File: src/hdl/cdq_pkg.sv
// cdq_pkg: shared types and constants of the circular double-ended queue
// operation, status and controller state codes, plus the command and status
// structs between controller and datapath; depends on nothing
package cdq_pkg;

    localparam int DEPTH_DEFAULT = 8;

    localparam int OP_W     = 2;
    localparam int WORD_W   = 32;
    localparam int STATUS_W = 2;
    localparam int OCC_W    = 4;

    typedef enum logic [OP_W-1:0] {
        OP_PUSH_FRONT = 2'd0,
        OP_PUSH_BACK  = 2'd1,
        OP_POP_FRONT  = 2'd2,
        OP_POP_BACK   = 2'd3
    } t_op;

    typedef enum logic [STATUS_W-1:0] {
        ST_DONE  = 2'd0,
        ST_FULL  = 2'd1,
        ST_EMPTY = 2'd2
    } t_status;

    typedef enum logic [1:0] {
        S_IDLE = 2'd0,
        S_EXEC = 2'd1,
        S_READ = 2'd2
    } t_state;

    // controller to datapath
    typedef struct packed {
        logic capture;    // latch the accepted item
        logic execute;    // apply the operation to indices and store
        logic load_read;  // move the store read data into the result
    } t_dp_cmd;

    // datapath to controller
    typedef struct packed {
        logic need_read;  // latched op is a pop that will succeed
        logic res_busy;   // result register holds an item that is not taken
    } t_dp_sts;

endpackage

File: src/hdl/cdq_in_if.sv
// cdq_in_if: input channel of the deque, valid/ready with op and push word
// depends on cdq_pkg for field widths
interface cdq_in_if;
    logic                                  valid;
    logic                                  ready;
    logic [cdq_pkg::OP_W-1:0]              op;
    logic signed [cdq_pkg::WORD_W-1:0]     push_word;

    modport source (output valid, output op, output push_word, input ready);
    modport sink   (input valid, input op, input push_word, output ready);
endinterface

File: src/hdl/cdq_out_if.sv
// cdq_out_if: result channel of the deque, valid/ready with popped word,
// status and occupancy; depends on cdq_pkg for field widths
interface cdq_out_if;
    logic                                  valid;
    logic                                  ready;
    logic signed [cdq_pkg::WORD_W-1:0]     popped_word;
    logic [cdq_pkg::STATUS_W-1:0]          status;
    logic [cdq_pkg::OCC_W-1:0]             occupancy;

    modport source (output valid, output popped_word, output status, output occupancy,
                    input ready);
    modport sink   (input valid, input popped_word, input status, input occupancy,
                    output ready);
endinterface

File: src/hdl/cdq_ctrl.sv
// cdq_ctrl: sequencing state machine of the deque
// depends on cdq_pkg for state enum and command/status structs
module cdq_ctrl (
    input  logic              i_clk,
    input  logic              i_rst_n,
    input  logic              i_in_valid,
    output logic              o_in_ready,
    input  cdq_pkg::t_dp_sts  i_sts,
    output cdq_pkg::t_dp_cmd  o_cmd
);

    cdq_pkg::t_state r_state;
    cdq_pkg::t_state n_state;

    always_ff @(posedge i_clk) begin
        if (!i_rst_n) begin
            r_state <= cdq_pkg::S_IDLE;
        end else begin
            r_state <= n_state;
        end
    end

    always_comb begin
        n_state = r_state;
        unique case (r_state)
            cdq_pkg::S_IDLE: begin
                if (i_in_valid) begin
                    n_state = cdq_pkg::S_EXEC;
                end
            end
            cdq_pkg::S_EXEC: begin
                // wait for the result register to drain
                if (!i_sts.res_busy) begin
                    n_state = i_sts.need_read ? cdq_pkg::S_READ : cdq_pkg::S_IDLE;
                end
            end
            cdq_pkg::S_READ: begin
                n_state = cdq_pkg::S_IDLE;
            end
            default: begin
                n_state = cdq_pkg::S_IDLE;
            end
        endcase
    end

    always_comb begin
        o_in_ready        = 1'b0;
        o_cmd.capture     = 1'b0;
        o_cmd.execute     = 1'b0;
        o_cmd.load_read   = 1'b0;
        unique case (r_state)
            cdq_pkg::S_IDLE: begin
                o_in_ready    = 1'b1;
                o_cmd.capture = i_in_valid;
            end
            cdq_pkg::S_EXEC: begin
                o_cmd.execute = !i_sts.res_busy;
            end
            cdq_pkg::S_READ: begin
                o_cmd.load_read = 1'b1;
            end
            default: begin
                o_in_ready = 1'b0;
            end
        endcase
    end

`ifndef SYNTH
    // a pending read always lands in an empty result register
    a_read_slot_free: assert property (@(posedge i_clk) disable iff (!i_rst_n)
        (r_state == cdq_pkg::S_READ) |-> !i_sts.res_busy)
        else $error("read completes while result register is occupied");

    // an accepted item is executed or waits, never dropped
    a_accept_to_exec: assert property (@(posedge i_clk) disable iff (!i_rst_n)
        o_cmd.capture |=> (r_state == cdq_pkg::S_EXEC))
        else $error("accepted item did not reach execute");

    // a pop that succeeds always goes through the read state
    a_exec_to_read: assert property (@(posedge i_clk) disable iff (!i_rst_n)
        (o_cmd.execute && i_sts.need_read) |=> o_cmd.load_read)
        else $error("successful pop skipped the store read");
`endif

endmodule

File: src/hdl/cdq_datapath.sv
// cdq_datapath: entry store, head/tail indices, count and result register
// depends on cdq_pkg for codes, widths and command/status structs
module cdq_datapath #(
    parameter int DEPTH = cdq_pkg::DEPTH_DEFAULT
) (
    input  logic                               i_clk,
    input  logic                               i_rst_n,
    input  cdq_pkg::t_dp_cmd                   i_cmd,
    output cdq_pkg::t_dp_sts                   o_sts,
    input  logic [cdq_pkg::OP_W-1:0]           i_op,
    input  logic signed [cdq_pkg::WORD_W-1:0]  i_push_word,
    output logic                               o_out_valid,
    input  logic                               i_out_ready,
    output logic signed [cdq_pkg::WORD_W-1:0]  o_popped_word,
    output logic [cdq_pkg::STATUS_W-1:0]       o_status,
    output logic [cdq_pkg::OCC_W-1:0]          o_occupancy
);

    localparam int IW = $clog2(DEPTH);
    localparam int CW = $clog2(DEPTH + 1);
    localparam int OW = (CW > cdq_pkg::OCC_W) ? CW : cdq_pkg::OCC_W;
    localparam logic [IW-1:0] IDX_LAST = IW'(DEPTH - 1);
    localparam logic [CW-1:0] CNT_FULL = CW'(DEPTH);

    // entry store, no reset: an entry is read only after it was written
    logic [cdq_pkg::WORD_W-1:0] r_mem [DEPTH];
    logic [cdq_pkg::WORD_W-1:0] r_rd_data;

    cdq_pkg::t_op               r_op;
    logic [cdq_pkg::WORD_W-1:0] r_word;

    logic [IW-1:0] r_head;
    logic [IW-1:0] r_tail;
    logic [CW-1:0] r_count;
    logic [IW-1:0] n_head;
    logic [IW-1:0] n_tail;
    logic [CW-1:0] n_count;

    logic                        r_out_valid;
    logic [cdq_pkg::WORD_W-1:0]  r_res_word;
    cdq_pkg::t_status            r_res_status;
    logic [cdq_pkg::OCC_W-1:0]   r_res_occ;

    cdq_pkg::t_status w_status;
    logic             w_wr_en;
    logic [IW-1:0]    w_wr_addr;
    logic             w_rd_en;
    logic [IW-1:0]    w_rd_addr;
    logic             w_full;
    logic             w_empty;
    logic             w_is_pop;
    logic [IW-1:0]    w_head_prev;
    logic [IW-1:0]    w_head_next;
    logic [IW-1:0]    w_tail_prev;
    logic [IW-1:0]    w_tail_next;
    logic [OW-1:0]    w_occ_wide;
    logic [OW-1:0]    w_cnt_wide;

    assign w_full      = (r_count == CNT_FULL);
    assign w_empty     = (r_count == '0);
    assign w_is_pop    = (r_op == cdq_pkg::OP_POP_FRONT) || (r_op == cdq_pkg::OP_POP_BACK);
    assign w_head_prev = (r_head == '0) ? IDX_LAST : r_head - 1'b1;
    assign w_head_next = (r_head == IDX_LAST) ? '0 : r_head + 1'b1;
    assign w_tail_prev = (r_tail == '0) ? IDX_LAST : r_tail - 1'b1;
    assign w_tail_next = (r_tail == IDX_LAST) ? '0 : r_tail + 1'b1;
    assign w_occ_wide  = OW'(n_count);
    assign w_cnt_wide  = OW'(r_count);

    assign o_sts.need_read = w_is_pop && !w_empty;
    assign o_sts.res_busy  = r_out_valid && !i_out_ready;

    always_comb begin
        n_head    = r_head;
        n_tail    = r_tail;
        n_count   = r_count;
        w_status  = cdq_pkg::ST_DONE;
        w_wr_en   = 1'b0;
        w_wr_addr = r_tail;
        w_rd_en   = 1'b0;
        w_rd_addr = r_head;
        unique case (r_op)
            cdq_pkg::OP_PUSH_FRONT: begin
                if (w_full) begin
                    w_status = cdq_pkg::ST_FULL;
                end else begin
                    n_head    = w_head_prev;
                    n_count   = r_count + 1'b1;
                    w_wr_en   = i_cmd.execute;
                    w_wr_addr = w_head_prev;
                end
            end
            cdq_pkg::OP_PUSH_BACK: begin
                if (w_full) begin
                    w_status = cdq_pkg::ST_FULL;
                end else begin
                    n_tail    = w_tail_next;
                    n_count   = r_count + 1'b1;
                    w_wr_en   = i_cmd.execute;
                    w_wr_addr = r_tail;
                end
            end
            cdq_pkg::OP_POP_FRONT: begin
                if (w_empty) begin
                    w_status = cdq_pkg::ST_EMPTY;
                end else begin
                    n_head    = w_head_next;
                    n_count   = r_count - 1'b1;
                    w_rd_en   = i_cmd.execute;
                    w_rd_addr = r_head;
                end
            end
            cdq_pkg::OP_POP_BACK: begin
                if (w_empty) begin
                    w_status = cdq_pkg::ST_EMPTY;
                end else begin
                    n_tail    = w_tail_prev;
                    n_count   = r_count - 1'b1;
                    w_rd_en   = i_cmd.execute;
                    w_rd_addr = w_tail_prev;
                end
            end
        endcase
    end

    always_ff @(posedge i_clk) begin
        if (w_wr_en) begin
            r_mem[w_wr_addr] <= r_word;
        end
        if (w_rd_en) begin
            r_rd_data <= r_mem[w_rd_addr];
        end
    end

    always_ff @(posedge i_clk) begin
        if (i_cmd.capture) begin
            r_op   <= cdq_pkg::t_op'(i_op);
            r_word <= i_push_word;
        end
        if (i_cmd.execute) begin
            r_res_word   <= '0;
            r_res_status <= w_status;
            r_res_occ    <= w_occ_wide[cdq_pkg::OCC_W-1:0];
        end
        if (i_cmd.load_read) begin
            r_res_word <= r_rd_data;
        end
    end

    always_ff @(posedge i_clk) begin
        if (!i_rst_n) begin
            r_head      <= '0;
            r_tail      <= '0;
            r_count     <= '0;
            r_out_valid <= 1'b0;
        end else begin
            if (i_cmd.execute) begin
                r_head  <= n_head;
                r_tail  <= n_tail;
                r_count <= n_count;
            end
            priority if (i_cmd.execute && !o_sts.need_read) begin
                r_out_valid <= 1'b1;
            end else if (i_cmd.load_read) begin
                r_out_valid <= 1'b1;
            end else if (i_out_ready) begin
                r_out_valid <= 1'b0;
            end
        end
    end

    assign o_out_valid   = r_out_valid;
    assign o_popped_word = r_res_word;
    assign o_status      = r_res_status;
    assign o_occupancy   = r_res_occ;

`ifndef SYNTH
    a_count_bound: assert property (@(posedge i_clk) disable iff (!i_rst_n)
        r_count <= CNT_FULL)
        else $error("entry count above depth");

    // empty and full both leave head and tail on the same slot
    a_index_meet: assert property (@(posedge i_clk) disable iff (!i_rst_n)
        (r_count == '0 || r_count == CNT_FULL) |-> (r_head == r_tail))
        else $error("head and tail apart on empty or full store");

    // a refused item moves neither index nor the count
    a_refuse_stable: assert property (@(posedge i_clk) disable iff (!i_rst_n)
        (i_cmd.execute && w_status != cdq_pkg::ST_DONE) |=>
            ($stable(r_count) && $stable(r_head) && $stable(r_tail)))
        else $error("refused item moved an index or the count");

    // a shown result carries the current occupancy
    a_occ_match: assert property (@(posedge i_clk) disable iff (!i_rst_n)
        r_out_valid |-> (r_res_occ == w_cnt_wide[cdq_pkg::OCC_W-1:0]))
        else $error("result occupancy differs from entry count");
`endif

endmodule

File: src/hdl/circular_double_ended_queue_core.sv
// circular_double_ended_queue_core: top level of the circular deque
// joins cdq_ctrl and cdq_datapath; uses cdq_pkg, cdq_in_if and cdq_out_if
//
// usage
//   i_in carries one item per operation: op (push front, push back, pop front,
//   pop back) and push_word. o_out returns one result per item: the popped
//   word (zero for pushes and refused items), a status (done, full, empty)
//   and the occupancy after the operation.
//   items are taken one at a time. a push or a refused item shows its result
//   once the execute state has updated the result register; a pop that
//   succeeds also passes through the read state, since the store is a memory
//   with a registered read port and the read data is loaded into the result
//   there. the next item is accepted in the first cycle the result is shown.
//   the result sits in an output register: the next item is accepted while a
//   result waits, and it is held in execute until the receiver takes the
//   waiting result; a stalled receiver thus stalls the input after one item.
//   reset clears head, tail, count and the result valid; the store keeps its
//   contents and needs no clearing pass, as an entry is read only after it
//   was written.
module circular_double_ended_queue_core #(
    parameter int DEPTH = cdq_pkg::DEPTH_DEFAULT
) (
    input  logic        i_clk,
    input  logic        i_rst_n,
    cdq_in_if.sink      i_in,
    cdq_out_if.source   o_out
);

    cdq_pkg::t_dp_cmd w_cmd;
    cdq_pkg::t_dp_sts w_sts;

    cdq_ctrl u_ctrl (
        .i_clk      (i_clk),
        .i_rst_n    (i_rst_n),
        .i_in_valid (i_in.valid),
        .o_in_ready (i_in.ready),
        .i_sts      (w_sts),
        .o_cmd      (w_cmd)
    );

    cdq_datapath #(
        .DEPTH (DEPTH)
    ) u_datapath (
        .i_clk         (i_clk),
        .i_rst_n       (i_rst_n),
        .i_cmd         (w_cmd),
        .o_sts         (w_sts),
        .i_op          (i_in.op),
        .i_push_word   (i_in.push_word),
        .o_out_valid   (o_out.valid),
        .i_out_ready   (o_out.ready),
        .o_popped_word (o_out.popped_word),
        .o_status      (o_out.status),
        .o_occupancy   (o_out.occupancy)
    );

endmodule
File: src/flat_wrapper.sv
// flat-port wrapper written by rule: the top's interface ports become plain ports
module circular_double_ended_queue_core_flat 
#(
    parameter int DEPTH = cdq_pkg::DEPTH_DEFAULT
)
  (i_clk, i_rst_n, i_in_valid, i_in_op, i_in_push_word, i_in_ready, o_out_valid, o_out_popped_word, o_out_status, o_out_occupancy, o_out_ready);
  cdq_in_if i_in_i ();
  cdq_out_if o_out_i ();
  input  logic i_clk;
  input  logic i_rst_n;
  input wire logic [$bits(i_in_i.valid)-1:0] i_in_valid;
  input wire logic [$bits(i_in_i.op)-1:0] i_in_op;
  input wire logic [$bits(i_in_i.push_word)-1:0] i_in_push_word;
  output wire logic [$bits(i_in_i.ready)-1:0] i_in_ready;
  output wire logic [$bits(o_out_i.valid)-1:0] o_out_valid;
  output wire logic [$bits(o_out_i.popped_word)-1:0] o_out_popped_word;
  output wire logic [$bits(o_out_i.status)-1:0] o_out_status;
  output wire logic [$bits(o_out_i.occupancy)-1:0] o_out_occupancy;
  input wire logic [$bits(o_out_i.ready)-1:0] o_out_ready;
  assign i_in_i.valid = i_in_valid;
  assign i_in_i.op = i_in_op;
  assign i_in_i.push_word = i_in_push_word;
  assign i_in_ready = i_in_i.ready;
  assign o_out_valid = o_out_i.valid;
  assign o_out_popped_word = o_out_i.popped_word;
  assign o_out_status = o_out_i.status;
  assign o_out_occupancy = o_out_i.occupancy;
  assign o_out_i.ready = o_out_ready;
  circular_double_ended_queue_core #(.DEPTH(DEPTH)) u_core (.i_clk(i_clk), .i_rst_n(i_rst_n), .i_in(i_in_i), .o_out(o_out_i));
endmodule
File: config.mk
export PLATFORM = sky130hd
export DESIGN_NAME = circular_double_ended_queue_core_flat
export DESIGN_NICKNAME = d
export VERILOG_FILES = /design/src/hdl/cdq_pkg.sv /design/src/hdl/cdq_in_if.sv /design/src/hdl/cdq_out_if.sv /design/src/hdl/cdq_ctrl.sv /design/src/hdl/cdq_datapath.sv /design/src/hdl/circular_double_ended_queue_core.sv /design/src/flat_wrapper.sv
export SDC_FILE = /design/constraint.sdc
export NUM_CORES = 1
export LEC_CHECK = 0
export ABC_AREA = 0
export BUFFER_PORTS_ARGS = -buffer_cell sky130_fd_sc_hd__buf_2
export CAP_MARGIN = 20
export CORE_ASPECT_RATIO = 0.75
export CORE_MARGIN = 2
export CORE_UTILIZATION = 53
export CTS_CLUSTER_SIZE = 30
export DETAILED_ROUTE_END_ITERATION = 6
export HOLD_SLACK_MARGIN = 0.15
export PLACE_DENSITY = 0.82
export SLEW_MARGIN = 15
export SYNTH_ARGS = -nofsm -noshare
export SYNTH_HDL_FRONTEND = slang
export SYNTH_HIERARCHICAL = 1
export SYNTH_SLANG_ARGS = --single-unit
File: constraint.sdc
create_clock -name i_clk -period 9.6 [get_ports i_clk]
set_clock_uncertainty 0.05 [all_clocks]
set_input_delay 2.4 -clock i_clk [delete_from_list [all_inputs] [get_ports i_clk]]
set_output_delay 2.4 -clock i_clk [all_outputs]
set_load 0.02 [all_outputs]
==> run metrics, run 1 <==
CORE AREA between 0.02 and 0.03 mm²; syn avg cell area 17.2 µm²; Crit. End Element flop; CTS Sinks 373; max-slew violations 0; post-route ant nets 0; Switch Pwr 758 µW; Tightest Pin Transition around 1.1 ns; Hold Path Origin u_core/u_ctrl/r_state[1]$_SDFFE_PN0P_; HPWL after DPL 15.5 mm; Routed WL per cell 21.8 µm; HP Class flop to flop; die width 196 µm; r2r endpoint u_core/u_datapath/r_rd_data[15]$_DFFE_PP_; WHS Endpoint u_core/u_ctrl/r_state[0]$_SDFFE_PN0P_; via count slightly below 8000; initial antenna violation count 0; Worst EP required 9.68 ns; CP Class primary input to flop; PD cells 207 mW/mm²; setup violators final 0; sequential share of power 54.8%; reg2reg path depth 9; Congestion Overflow GR 0; CP delay by family, top simple AND/OR/NAND/NOR gates; placement-stage cell area 0.0153 mm²; # DRC 0; sequential share of the synthesized area 75.6%; post-route minimum period just under 5 ns; max-cap check violation count 0; vias in the first global route 7776; final worst slack 4.67 ns; Total GRT Usage 19.4%; GPL Wtd Cong 0.766; WP buf/inv 1; post-synth net total 897; Post-synth EDFFs 360; Layout Cells excl Fill 1295; Layout area overhead 12.6%; Post-synth top flop edfxtp_1; status completed; CTS Buf Count 35; Worst setup SP type primary input; FP Rows 52; Gate Count Post-Synth between 800 and 900; r2r setup slk 4.93 ns; Fin. Hold Viols 0; first-pass GRT wire length 43.3 mm; die height 148 µm; post-cts sizing count 0; Hold Path Stages 1; worst flop-to-flop path startpoint u_core/u_datapath/r_count[0]$_SDFFE_PN0P_; Initial Util 54.1%; Post-Route Setup TNS 0 ns; LEAKAGE 5.83 nW; worst vdd ir 0.000127 V; Tcrit/Tclk final about half; P_int 2.65 mW; Ys Warns 6; Pre-antenna DRT Iters 5; clk slew on worst S/H paths 0.06 ns; RSZ-0062 raised after global routing false; H-tree depth 2; count of different cell masters after synthesis 48; buffers from clock root to sink, at most 3; Cell Area, Synth around 0.015 mm²; Hold-fix buffers, CTS 0; CP Data Arrival Time 5.01 ns; combinational power share 7.6%; Worst path slowest cell nor2_4; share of flip-flops with an asynchronous set or reset 0%; clock power share 37.7%; Ports slightly below 80; IO buf count 77; Vias/cell 6.02; worst relative slew slack 28.9%; CP cell instances buf_2, nor2b_1, nor3b_2, nand3b_1, or2_2, nor2_4; # diodes 0; Peak Freq between 0.2 and 0.25 GHz; Sw Ratio 22.2%; Seq cells post-synth 373; Die ar. around 0.029 mm²; crit path from o_out_ready; fin nets 971; Post-Place Setup Slack approximately 4.1 ns; latest clock arrival within the worst-skew pair 0.51 ns; CP Max Fanout 32; Max stage delay on crit path 0.84 ns; WHS 0.454 ns; largest net degree at the start of global routing ~100; share of layout cells above drive strength 1 20.7%; design area 0.0165 mm²; buffer count from post-CTS setup fixing 0; dpl cells 1233; CTS tree yes; initial DRC count 769; Routed WL approximately 28 mm; root buf cell clkbuf_16
through the flow:
step / utilization, % / total power, mW
finish: 60.9 / 3.41
global route: 60.9 / 3.52
CTS: 60.5 / 3.43
detailed placement: 56.6 / 2.16
global placement: 56.6 / 2.15
floorplan: - / 2.08
routing by layer:
layer | up-vias | track usage, % | part of all wire [%] | wire, µm
li1 | 3557 | - | - | -
met1 | 3928 | 27.5 | 45 | 12600
met2 | 259 | 31.8 | 48 | 13500
met3 | 47 | 3.22 | 5.8 | 1630
met4 | 0 | 4.96 | 1.8 | 518
met5 | - | 0 | 0 | 0
layout by cell type, fill, tap and decap left out, drive strengths merged, types with 5 or more instances in the layout:
cell,netlist,final
a2111oi,33,33
a211oi,102,102
a21oi,8,8
and2,36,36
and3,99,99
buf,34,93
clkbuf,22,39
clkinv,0,16
dfxtp,13,13
edfxtp,360,360
ha,10,10
inv,10,10
mux2i,38,38
nand2,10,10
nand2b,9,9
nor2,22,22
nor3,5,5
nor3b,5,5
power groups by stage:
stage                     Sequential (mW)  Combinational, mW  Clock, mW
after detailed placement             1.90              0.256          0
after floorplan                      1.90              0.177          0
after global routing                 1.87              0.280       1.37
after CTS                            1.87              0.258       1.30
final                                1.87              0.258       1.28
after global placement               1.90              0.248          0
sequential cells by signal, indices dropped and copies added, names as in the netlist:
signal,cells
u_core/u_ctrl/r_state,2
u_core/u_datapath/r_rd_data,32
u_core/u_datapath/r_mem,256
u_core/u_datapath/o_status,2
u_core/u_datapath/o_occupancy,4
u_core/u_datapath/r_head,3
u_core/u_datapath/o_out_valid,1
u_core/u_datapath/r_tail,3
u_core/u_datapath/r_op,2
u_core/u_datapath/o_popped_word,32
u_core/u_datapath/r_count,4
u_core/u_datapath/r_word,32
synth_stat cells (10+ instances only):
master	number	area [µm²]
inv_1	10	37.5
ha_1	10	125
and3_1	99	619
mux2i_1	38	380
clkbuf_1	22	82.6
nor2_1	22	82.6
and2_1	36	225
edfxtp_1	360	10800
dfxtp_1	13	260
a211oi_1	98	736
buf_2	18	90.1
a2111oi_2	30	450
worst register-to-register path, cell delays in order (launching register included):
cell and delay (ns):
dfxtp_1 0.36, inv_1 0.13, ha_1 0.27, or3b_1 0.63, nand4_4 0.18, buf_4 0.70
nand2_4 0.77, buf_4 0.62, mux2i_1 0.24, a2111oi_2 0.49
cell families (layout without fill, tap and decap cells):
family | count (synthesis) | in the layout | share of synthesized area, %
DFF | 373 | 373 | 75.6
and+or+nand+nor | 197 | 197 | 8.12
AOI/OAI and AO/OA | 161 | 161 | 10.1
buffers and inverters | 66 | 161 | 2.49
muxes | 39 | 39 | 2.68
adders and majority gates | 10 | 10 | 0.855
xor gates and xnor gates | 3 | 3 | 0.180
worst max path at each step:
stage | endpoint | cells past startpoint | slack [ns]
floorplan | u_core/u_datapath/r_mem[7][0]$_DFFE_PP_ | 5 | 3.26
global placement | u_core/u_datapath/r_mem[4][19]$_DFFE_PP_ | 6 | 4.23
detailed placement | u_core/u_datapath/r_mem[4][16]$_DFFE_PP_ | 6 | 4.11
CTS | u_core/u_datapath/r_mem[4][31]$_DFFE_PP_ | 6 | 4.62
global route | u_core/u_datapath/r_mem[3][23]$_DFFE_PP_ | 6 | 4.52
finish | u_core/u_datapath/r_mem[1][19]$_DFFE_PP_ | 6 | 4.67
area by class of cell:
| cell class | instances | area [µm²] |
|---|---|---|
| Clock buffer | 39 | 891 |
| Clock inverter | 19 | 159 |
| Fill cell | 1932 | 10600 |
| Inverter | 10 | 37.5 |
| Multi-Input combinational cell | 410 | 3300 |
| Sequential cell | 373 | 11100 |
| Tap cell | 351 | 439 |
| Timing Repair Buffer | 93 | 578 |
(Power assumes the default switching activity.)
==> run 2, diff against run 1 <==
Settings changed: PLACE_DENSITY 0.82 to 0.84.
Clock period 9.6 ns to 4.3 ns, I/O delays scaled along.
==> run 2 against run 1 <==
  * Total power grew 120%
  * Die area did not move
  * Highest routed layer unchanged
  * Sequential power up 120%
  * Cell count is 0.69% higher
  * Non-clock buffer count rose by 6
  * Largest cell class unchanged
  * Sequential share of layout area shrank 0.20 points
  * Largest power group unchanged
==> run metrics, run 2 (synthesis results as in run 1) <==
CTS Sinks 373 (unchanged); Routed WL 29.0 mm (+2.7%); commonest non-fill, non-tap cell in the layout edfxtp_1; most frequent cells in the layout 360 x edfxtp_1, 99 x and3_1, 98 x a211oi_1, 77 x buf_2, 38 x mux2i_1; CTS Buf Count 35 (unchanged); Worst path slowest cell a41oi_4; buffer count from post-CTS setup fixing 0 (unchanged); Layout area overhead 12.9%; Hold-fix buffers, CTS 0 (unchanged); root buf cell clkbuf_16; die height 148 µm (unchanged); latest clock arrival within the worst-skew pair 0.52 ns (about the same); CP dominant cell by count a211oi_1; Core Util, Final 61.1% (+0.18 points); Sw Ratio 22.4% (+0.12 points); LEAKAGE 5.88 nW (+0.78%); clk slew on worst S/H paths 0.06 ns (about the same); Ports 78 (unchanged); post-route ant nets 0 (unchanged); HP Class flop to flop; Most flops, register u_core/u_datapath/r_mem; status completed; reg2reg path depth 8 (-1); post-route minimum period 3.43 ns; Largest register FFs 256 (unchanged); Hold Path Stages 1 (unchanged); Tightest Pin Transition 1.06 ns (-0.00569 ns); die width 196 µm (unchanged); initial antenna violation count 0 (unchanged); CP Class flop to flop; clock power share 37.7% (about the same); Worst EP required 4.55 ns (-5.13 ns); FP Rows 52 (unchanged); Switch Pwr 1.70 mW (+120%); first-pass GRT wire length 44.6 mm (+3.1%); post-cts sizing count 0 (unchanged); CP cell instances inv_1, ha_1, or3b_1, a211oi_1, a41oi_4, buf_4, a211oi_1, a2111oi_2; Crit. End Element flop; HPWL after DPL 16.1 mm (+3.9%); Post-Route Setup TNS 0 ns (unchanged); # DRC 0 (unchanged); vias in the first global route 7977 (+2.6%); Initial Util 54.1% (unchanged); fillers 1920 (-0.62%); worst relative slew slack 29.2% (+0.32 points); RSZ-0062 raised after global routing false; total power 7.62 mW (+120%); Congestion Overflow GR 0 (unchanged); WHS 0.440 ns (-0.0138 ns); buffers from clock root to sink, at most 3 (unchanged); r2r setup slk 0.87 ns (-4.06 ns); # diodes 0 (unchanged); IO buf count 77 (unchanged); design area 0.0165 mm² (+0.30%); WP buf/inv 2 (+1); GPL Wtd Cong 0.768 (+0.23%); CTS tree yes; share of layout cells above drive strength 1 21.3% (+0.64 points); via count 7922 (+1.7%); placement-stage cell area 0.0155 mm² (+0.98%); Worst setup SP type flop; CP endpoint u_core/u_datapath/r_rd_data[18]$_DFFE_PP_; crit path from u_core/u_datapath/r_count[0]$_SDFFE_PN0P_; CP delay by family, top compound AO/OA/AOI/OAI gates; Routed WL per cell 22.2 µm (+2.0%); CORE AREA 0.0271 mm² (unchanged); max-slew violations 0 (unchanged); worst flop-to-flop path startpoint u_core/u_datapath/r_count[0]$_SDFFE_PN0P_; PD cells 461 mW/mm² (+120%); Fin. Hold Viols 0 (unchanged); WP depth 8 (+2); sequential share of power 54.7% (about the same); Die ar. 0.0290 mm² (unchanged); Total GRT Usage 20.1% (+0.63 points); setup violators final 0 (unchanged); Max stage delay on crit path 0.81 ns (-0.03 ns); initial DRC count 654 (-15%); Vias/cell 6.08 (+0.98%); Peak Freq 0.292 GHz; Tcrit/Tclk final 79.7%; combinational power share 7.6% (about the same); Pre-antenna DRT Iters 5 (unchanged); fin nets 977 (+0.62%); CP Max Fanout 21 (-34%); CP Data Arrival Time 3.68 ns (-1.33 ns); largest net degree at the start of global routing 97 (-1.0%); r2r endpoint u_core/u_datapath/r_rd_data[18]$_DFFE_PP_; H-tree depth 2 (unchanged); P_int 5.91 mW (+120%); worst vdd ir 0.000328 V (+160%); max-cap check violation count 0 (unchanged)
[run 2: power by group through the flow]
stage / clock, mW / sequential, mW / combinational, mW
after floorplan: 0 / 4.24 / 0.397
after global placement: 0 / 4.24 / 0.563
after detailed placement: 0 / 4.24 / 0.583
after CTS: 2.92 / 4.17 / 0.586
after global routing: 3.08 / 4.18 / 0.632
final: 2.87 / 4.17 / 0.583
[run 2: metrics by stage]
step	setup WS [ns]	instances
floorplan	0.150	849
global placement	0.871	1243
detailed placement	0.842	1243
CTS	0.918	1304
global route	0.687	1304
finish	0.871	1304
[run 2: layout make-up]
type | count | area, µm² | share of cell area [%]
Sequential cell | 373 | 11100 | 67.0
Multi-Input combinational cell | 410 | 3320 | 20.1
Clock buffer | 45 | 935 | 5.65
Timing Repair Buffer | 99 | 613 | 3.71
Tap cell | 351 | 439 | 2.66
Clock inverter | 16 | 116 | 0.704
Inverter | 10 | 37.5 | 0.227
[run 2: how the worst min path moves through the flow]
stage / from / to / slack (ns)
6_report: u_core/u_ctrl/r_state[1]$_SDFFE_PN0P_ / u_core/u_ctrl/r_state[0]$_SDFFE_PN0P_ / 0.44
2_1_floorplan: u_core/u_ctrl/r_state[1]$_SDFFE_PN0P_ / u_core/u_ctrl/r_state[0]$_SDFFE_PN0P_ / 0.41
3_3_place_gp: u_core/u_ctrl/r_state[1]$_SDFFE_PN0P_ / u_core/u_ctrl/r_state[0]$_SDFFE_PN0P_ / 0.42
3_5_place_dp: u_core/u_ctrl/r_state[1]$_SDFFE_PN0P_ / u_core/u_ctrl/r_state[0]$_SDFFE_PN0P_ / 0.43
4_1_cts: u_core/u_ctrl/r_state[1]$_SDFFE_PN0P_ / u_core/u_ctrl/r_state[0]$_SDFFE_PN0P_ / 0.44
5_1_grt: u_core/u_ctrl/r_state[1]$_SDFFE_PN0P_ / u_core/u_ctrl/r_state[0]$_SDFFE_PN0P_ / 0.47
[run 2: routing by layer]
| layer | track usage, % | share of wire (%) | vias to the layer above |
|---|---|---|---|
| met5 | 0 | 0 | - |
| met4 | 5.38 | 1.9 | 0 |
| met3 | 3.51 | 6.2 | 50 |
| met2 | 32.7 | 48 | 287 |
| met1 | 28.3 | 43 | 4010 |
| li1 | - | - | 3575 |
==> run 3, diff against run 2 <==
Clock period 4.3 ns to 3.1 ns, I/O delays scaled along.
==> run 3 against run 2 <==
  * Sequential share of layout area shrank 1.0 points
  * Register-to-register slack worse by 0.71 ns
  * Maximum frequency increased by 17%
  * Clock power rose by 46%
  * Count of clock-buffer cells in the layout is 4 lower
  * Combinational power increased by 47%
  * Cell count increased by 1.7%
  * Setup slack worse by 0.71 ns
  * Critical path depth unchanged
  * Sequential power increased by 38%
  * Total power increased by 42%
  * Wire length up 4.7%
  * Largest cell class unchanged
  * Highest routed layer unchanged
==> run metrics, run 3 (synthesis results as in run 1) <==
CP Data Arrival Time 3.14 ns (-0.54 ns); Pre-antenna DRT Iters 5 (unchanged); root buf cell clkbuf_16; setup violators final 0 (unchanged); CTS tree yes; post-route minimum period 2.94 ns (-0.487 ns); Peak Freq 0.340 GHz (+17%); Worst EP required 3.29 ns (-1.26 ns); Routed WL per cell 22.9 µm (+3.0%); Initial Util 54.1% (unchanged); Post-Place Setup Slack 0.199 ns (-0.643 ns); Post-Route Setup TNS 0 ns (unchanged); P_int 8.43 mW (+42%); most frequent cells in the layout 360 x edfxtp_1, 99 x and3_1, 98 x a211oi_1, 77 x buf_2, 38 x mux2i_1; # DRC 0 (unchanged); CTS Sinks 373 (unchanged); Worst setup SP type flop; worst vdd ir 0.000479 V (+46%); Congestion Overflow GR 0 (unchanged); clock power share 38.7% (+1.0 points); Tcrit/Tclk final 94.9% (+15 points); HP Class primary input to flop; Total GRT Usage 21.2% (+1.1 points); max-slew violations 0 (unchanged); Routed WL 30.3 mm (+4.7%); Hold Path Stages 1 (unchanged); CP Max Fanout 22 (+4.8%); buffers from clock root to sink, at most 3 (unchanged); HPWL after DPL 17.2 mm (+6.9%); die height 148 µm (unchanged); GRT busiest layer met2; Tightest Pin Transition 0.987 ns (-0.0704 ns); share of layout cells above drive strength 1 23.2% (+1.9 points); FP Rows 52 (unchanged); die width 196 µm (unchanged); Largest register FFs 256 (unchanged); reg2reg path depth 8 (unchanged); CP Class flop to flop; PD cells 644 mW/mm² (+40%); Die ar. 0.0290 mm² (unchanged); H-tree depth 2 (unchanged); Hold-fix buffers, CTS 0 (unchanged); Ports 78 (unchanged); RSZ-0062 raised after global routing false; Switch Pwr 2.38 mW (+40%); first-pass GRT wire length 46.3 mm (+3.8%); design area 0.0168 mm² (+1.6%); CTS Buf Count 35 (unchanged); via count 8158 (+3.0%); vias in the first global route 8237 (+3.3%); Vias/cell 6.15 (+1.3%); Layout area overhead 14.7%; CORE AREA 0.0271 mm² (unchanged); worst relative slew slack 34.2% (+4.9 points); combinational power share 7.9% (+0.3 points); # diodes 0 (unchanged); sequential share of power 53.4% (-1.3 points); LEAKAGE 6.03 nW (+2.6%); largest net degree at the start of global routing 67 (-31%); Crit. End Element flop; post-cts sizing count 0 (unchanged); fin nets 999 (+2.3%); Sw Ratio 22.0% (-0.33 points); Most flops, register u_core/u_datapath/r_mem; initial antenna violation count 0 (unchanged); status completed; GPL Wtd Cong 0.793 (+3.2%); IO buf count 77 (unchanged); final worst slack 0.158 ns (-0.713 ns); commonest non-fill, non-tap cell in the layout edfxtp_1; clk slew on worst S/H paths 0.06 ns (about the same); met2 GRT Util 34.8% (+2.1 points); max-cap check violation count 0 (unchanged); initial DRC count 866 (+32%); post-route ant nets 0 (unchanged); Fin. Hold Viols 0 (unchanged); fillers 1871 (-2.6%); M1 GR Usage 28.8% (+0.47 points); placement-stage cell area 0.0157 mm² (+1.3%); grt met3 use 3.56% (+0.046 points); latest clock arrival within the worst-skew pair 0.53 ns (about the same); buffer count from post-CTS setup fixing 0 (unchanged)
-- run 3: critical path, cell delays in order, from the launching register on --
cell and delay, ns:
dfxtp_1 0.42, inv_1 0.10, ha_1 0.27, nor3b_2 0.21, a2111oi_0 0.76, a32oi_2 0.13, buf_4 0.30, a211oi_1 0.34
a2111oi_2 0.09
-- run 3: stage by stage --
step | instances | total power, mW | util, % | hold WS, ns
2_1_floorplan | 849 | 6.44 | - | 0.442
3_3_place_gp | 1265 | 6.69 | 57.9 | 0.460
3_5_place_dp | 1265 | 6.72 | 57.9 | 0.464
4_1_cts | 1326 | 10.9 | 62.0 | 0.351
5_1_grt | 1326 | 11.1 | 62.0 | 0.360
6_report | 1326 | 10.8 | 62.0 | 0.363
-- run 3: worst paths after layout --
check | slack (ns) | end | start
setup / recovery | 0.16 | u_core/u_datapath/r_rd_data[13]$_DFFE_PP_ | u_core/u_datapath/r_count[0]$_SDFFE_PN0P_
hold / removal | 0.36 | u_core/u_datapath/r_word[19]$_DFFE_PP_ | i_in_push_word[19]
setup reg to reg | 0.16 | u_core/u_datapath/r_rd_data[13]$_DFFE_PP_ | u_core/u_datapath/r_count[0]$_SDFFE_PN0P_
hold reg to reg | 0.48 | u_core/u_datapath/o_popped_word[8]$_SDFFCE_PN0P_ | u_core/u_datapath/r_rd_data[8]$_DFFE_PP_
-- run 3: power by group through the flow --
| stage | Sequential (mW) | Clock, mW | Combinational (mW) |
|---|---|---|---|
| floorplan | 5.88 | 0 | 0.560 |
| global placement | 5.87 | 0 | 0.817 |
| detailed placement | 5.88 | 0 | 0.847 |
| CTS | 5.77 | 4.25 | 0.857 |
| global route | 5.78 | 4.44 | 0.919 |
| finish | 5.77 | 4.18 | 0.855 |
-- run 3: layout make-up --
| cell class | count | area [µm²] | area share [%] |
|---|---|---|---|
| sequential | 373 | 11100 | 65.9 |
| multi-input combinational | 410 | 3320 | 19.8 |
| clock buffer | 41 | 898 | 5.35 |
| timing repair buffer | 121 | 816 | 4.86 |
| tap | 351 | 439 | 2.62 |
| clock inverter | 20 | 211 | 1.26 |
| inverter | 10 | 37.5 | 0.224 |
-- run 3: per-layer routing --
metal / up-vias / wire, µm
li1: 3626 / -
met1: 4032 / 12100
met2: 416 / 14900
met3: 84 / 2410
met4: 0 / 934
met5: - / 0
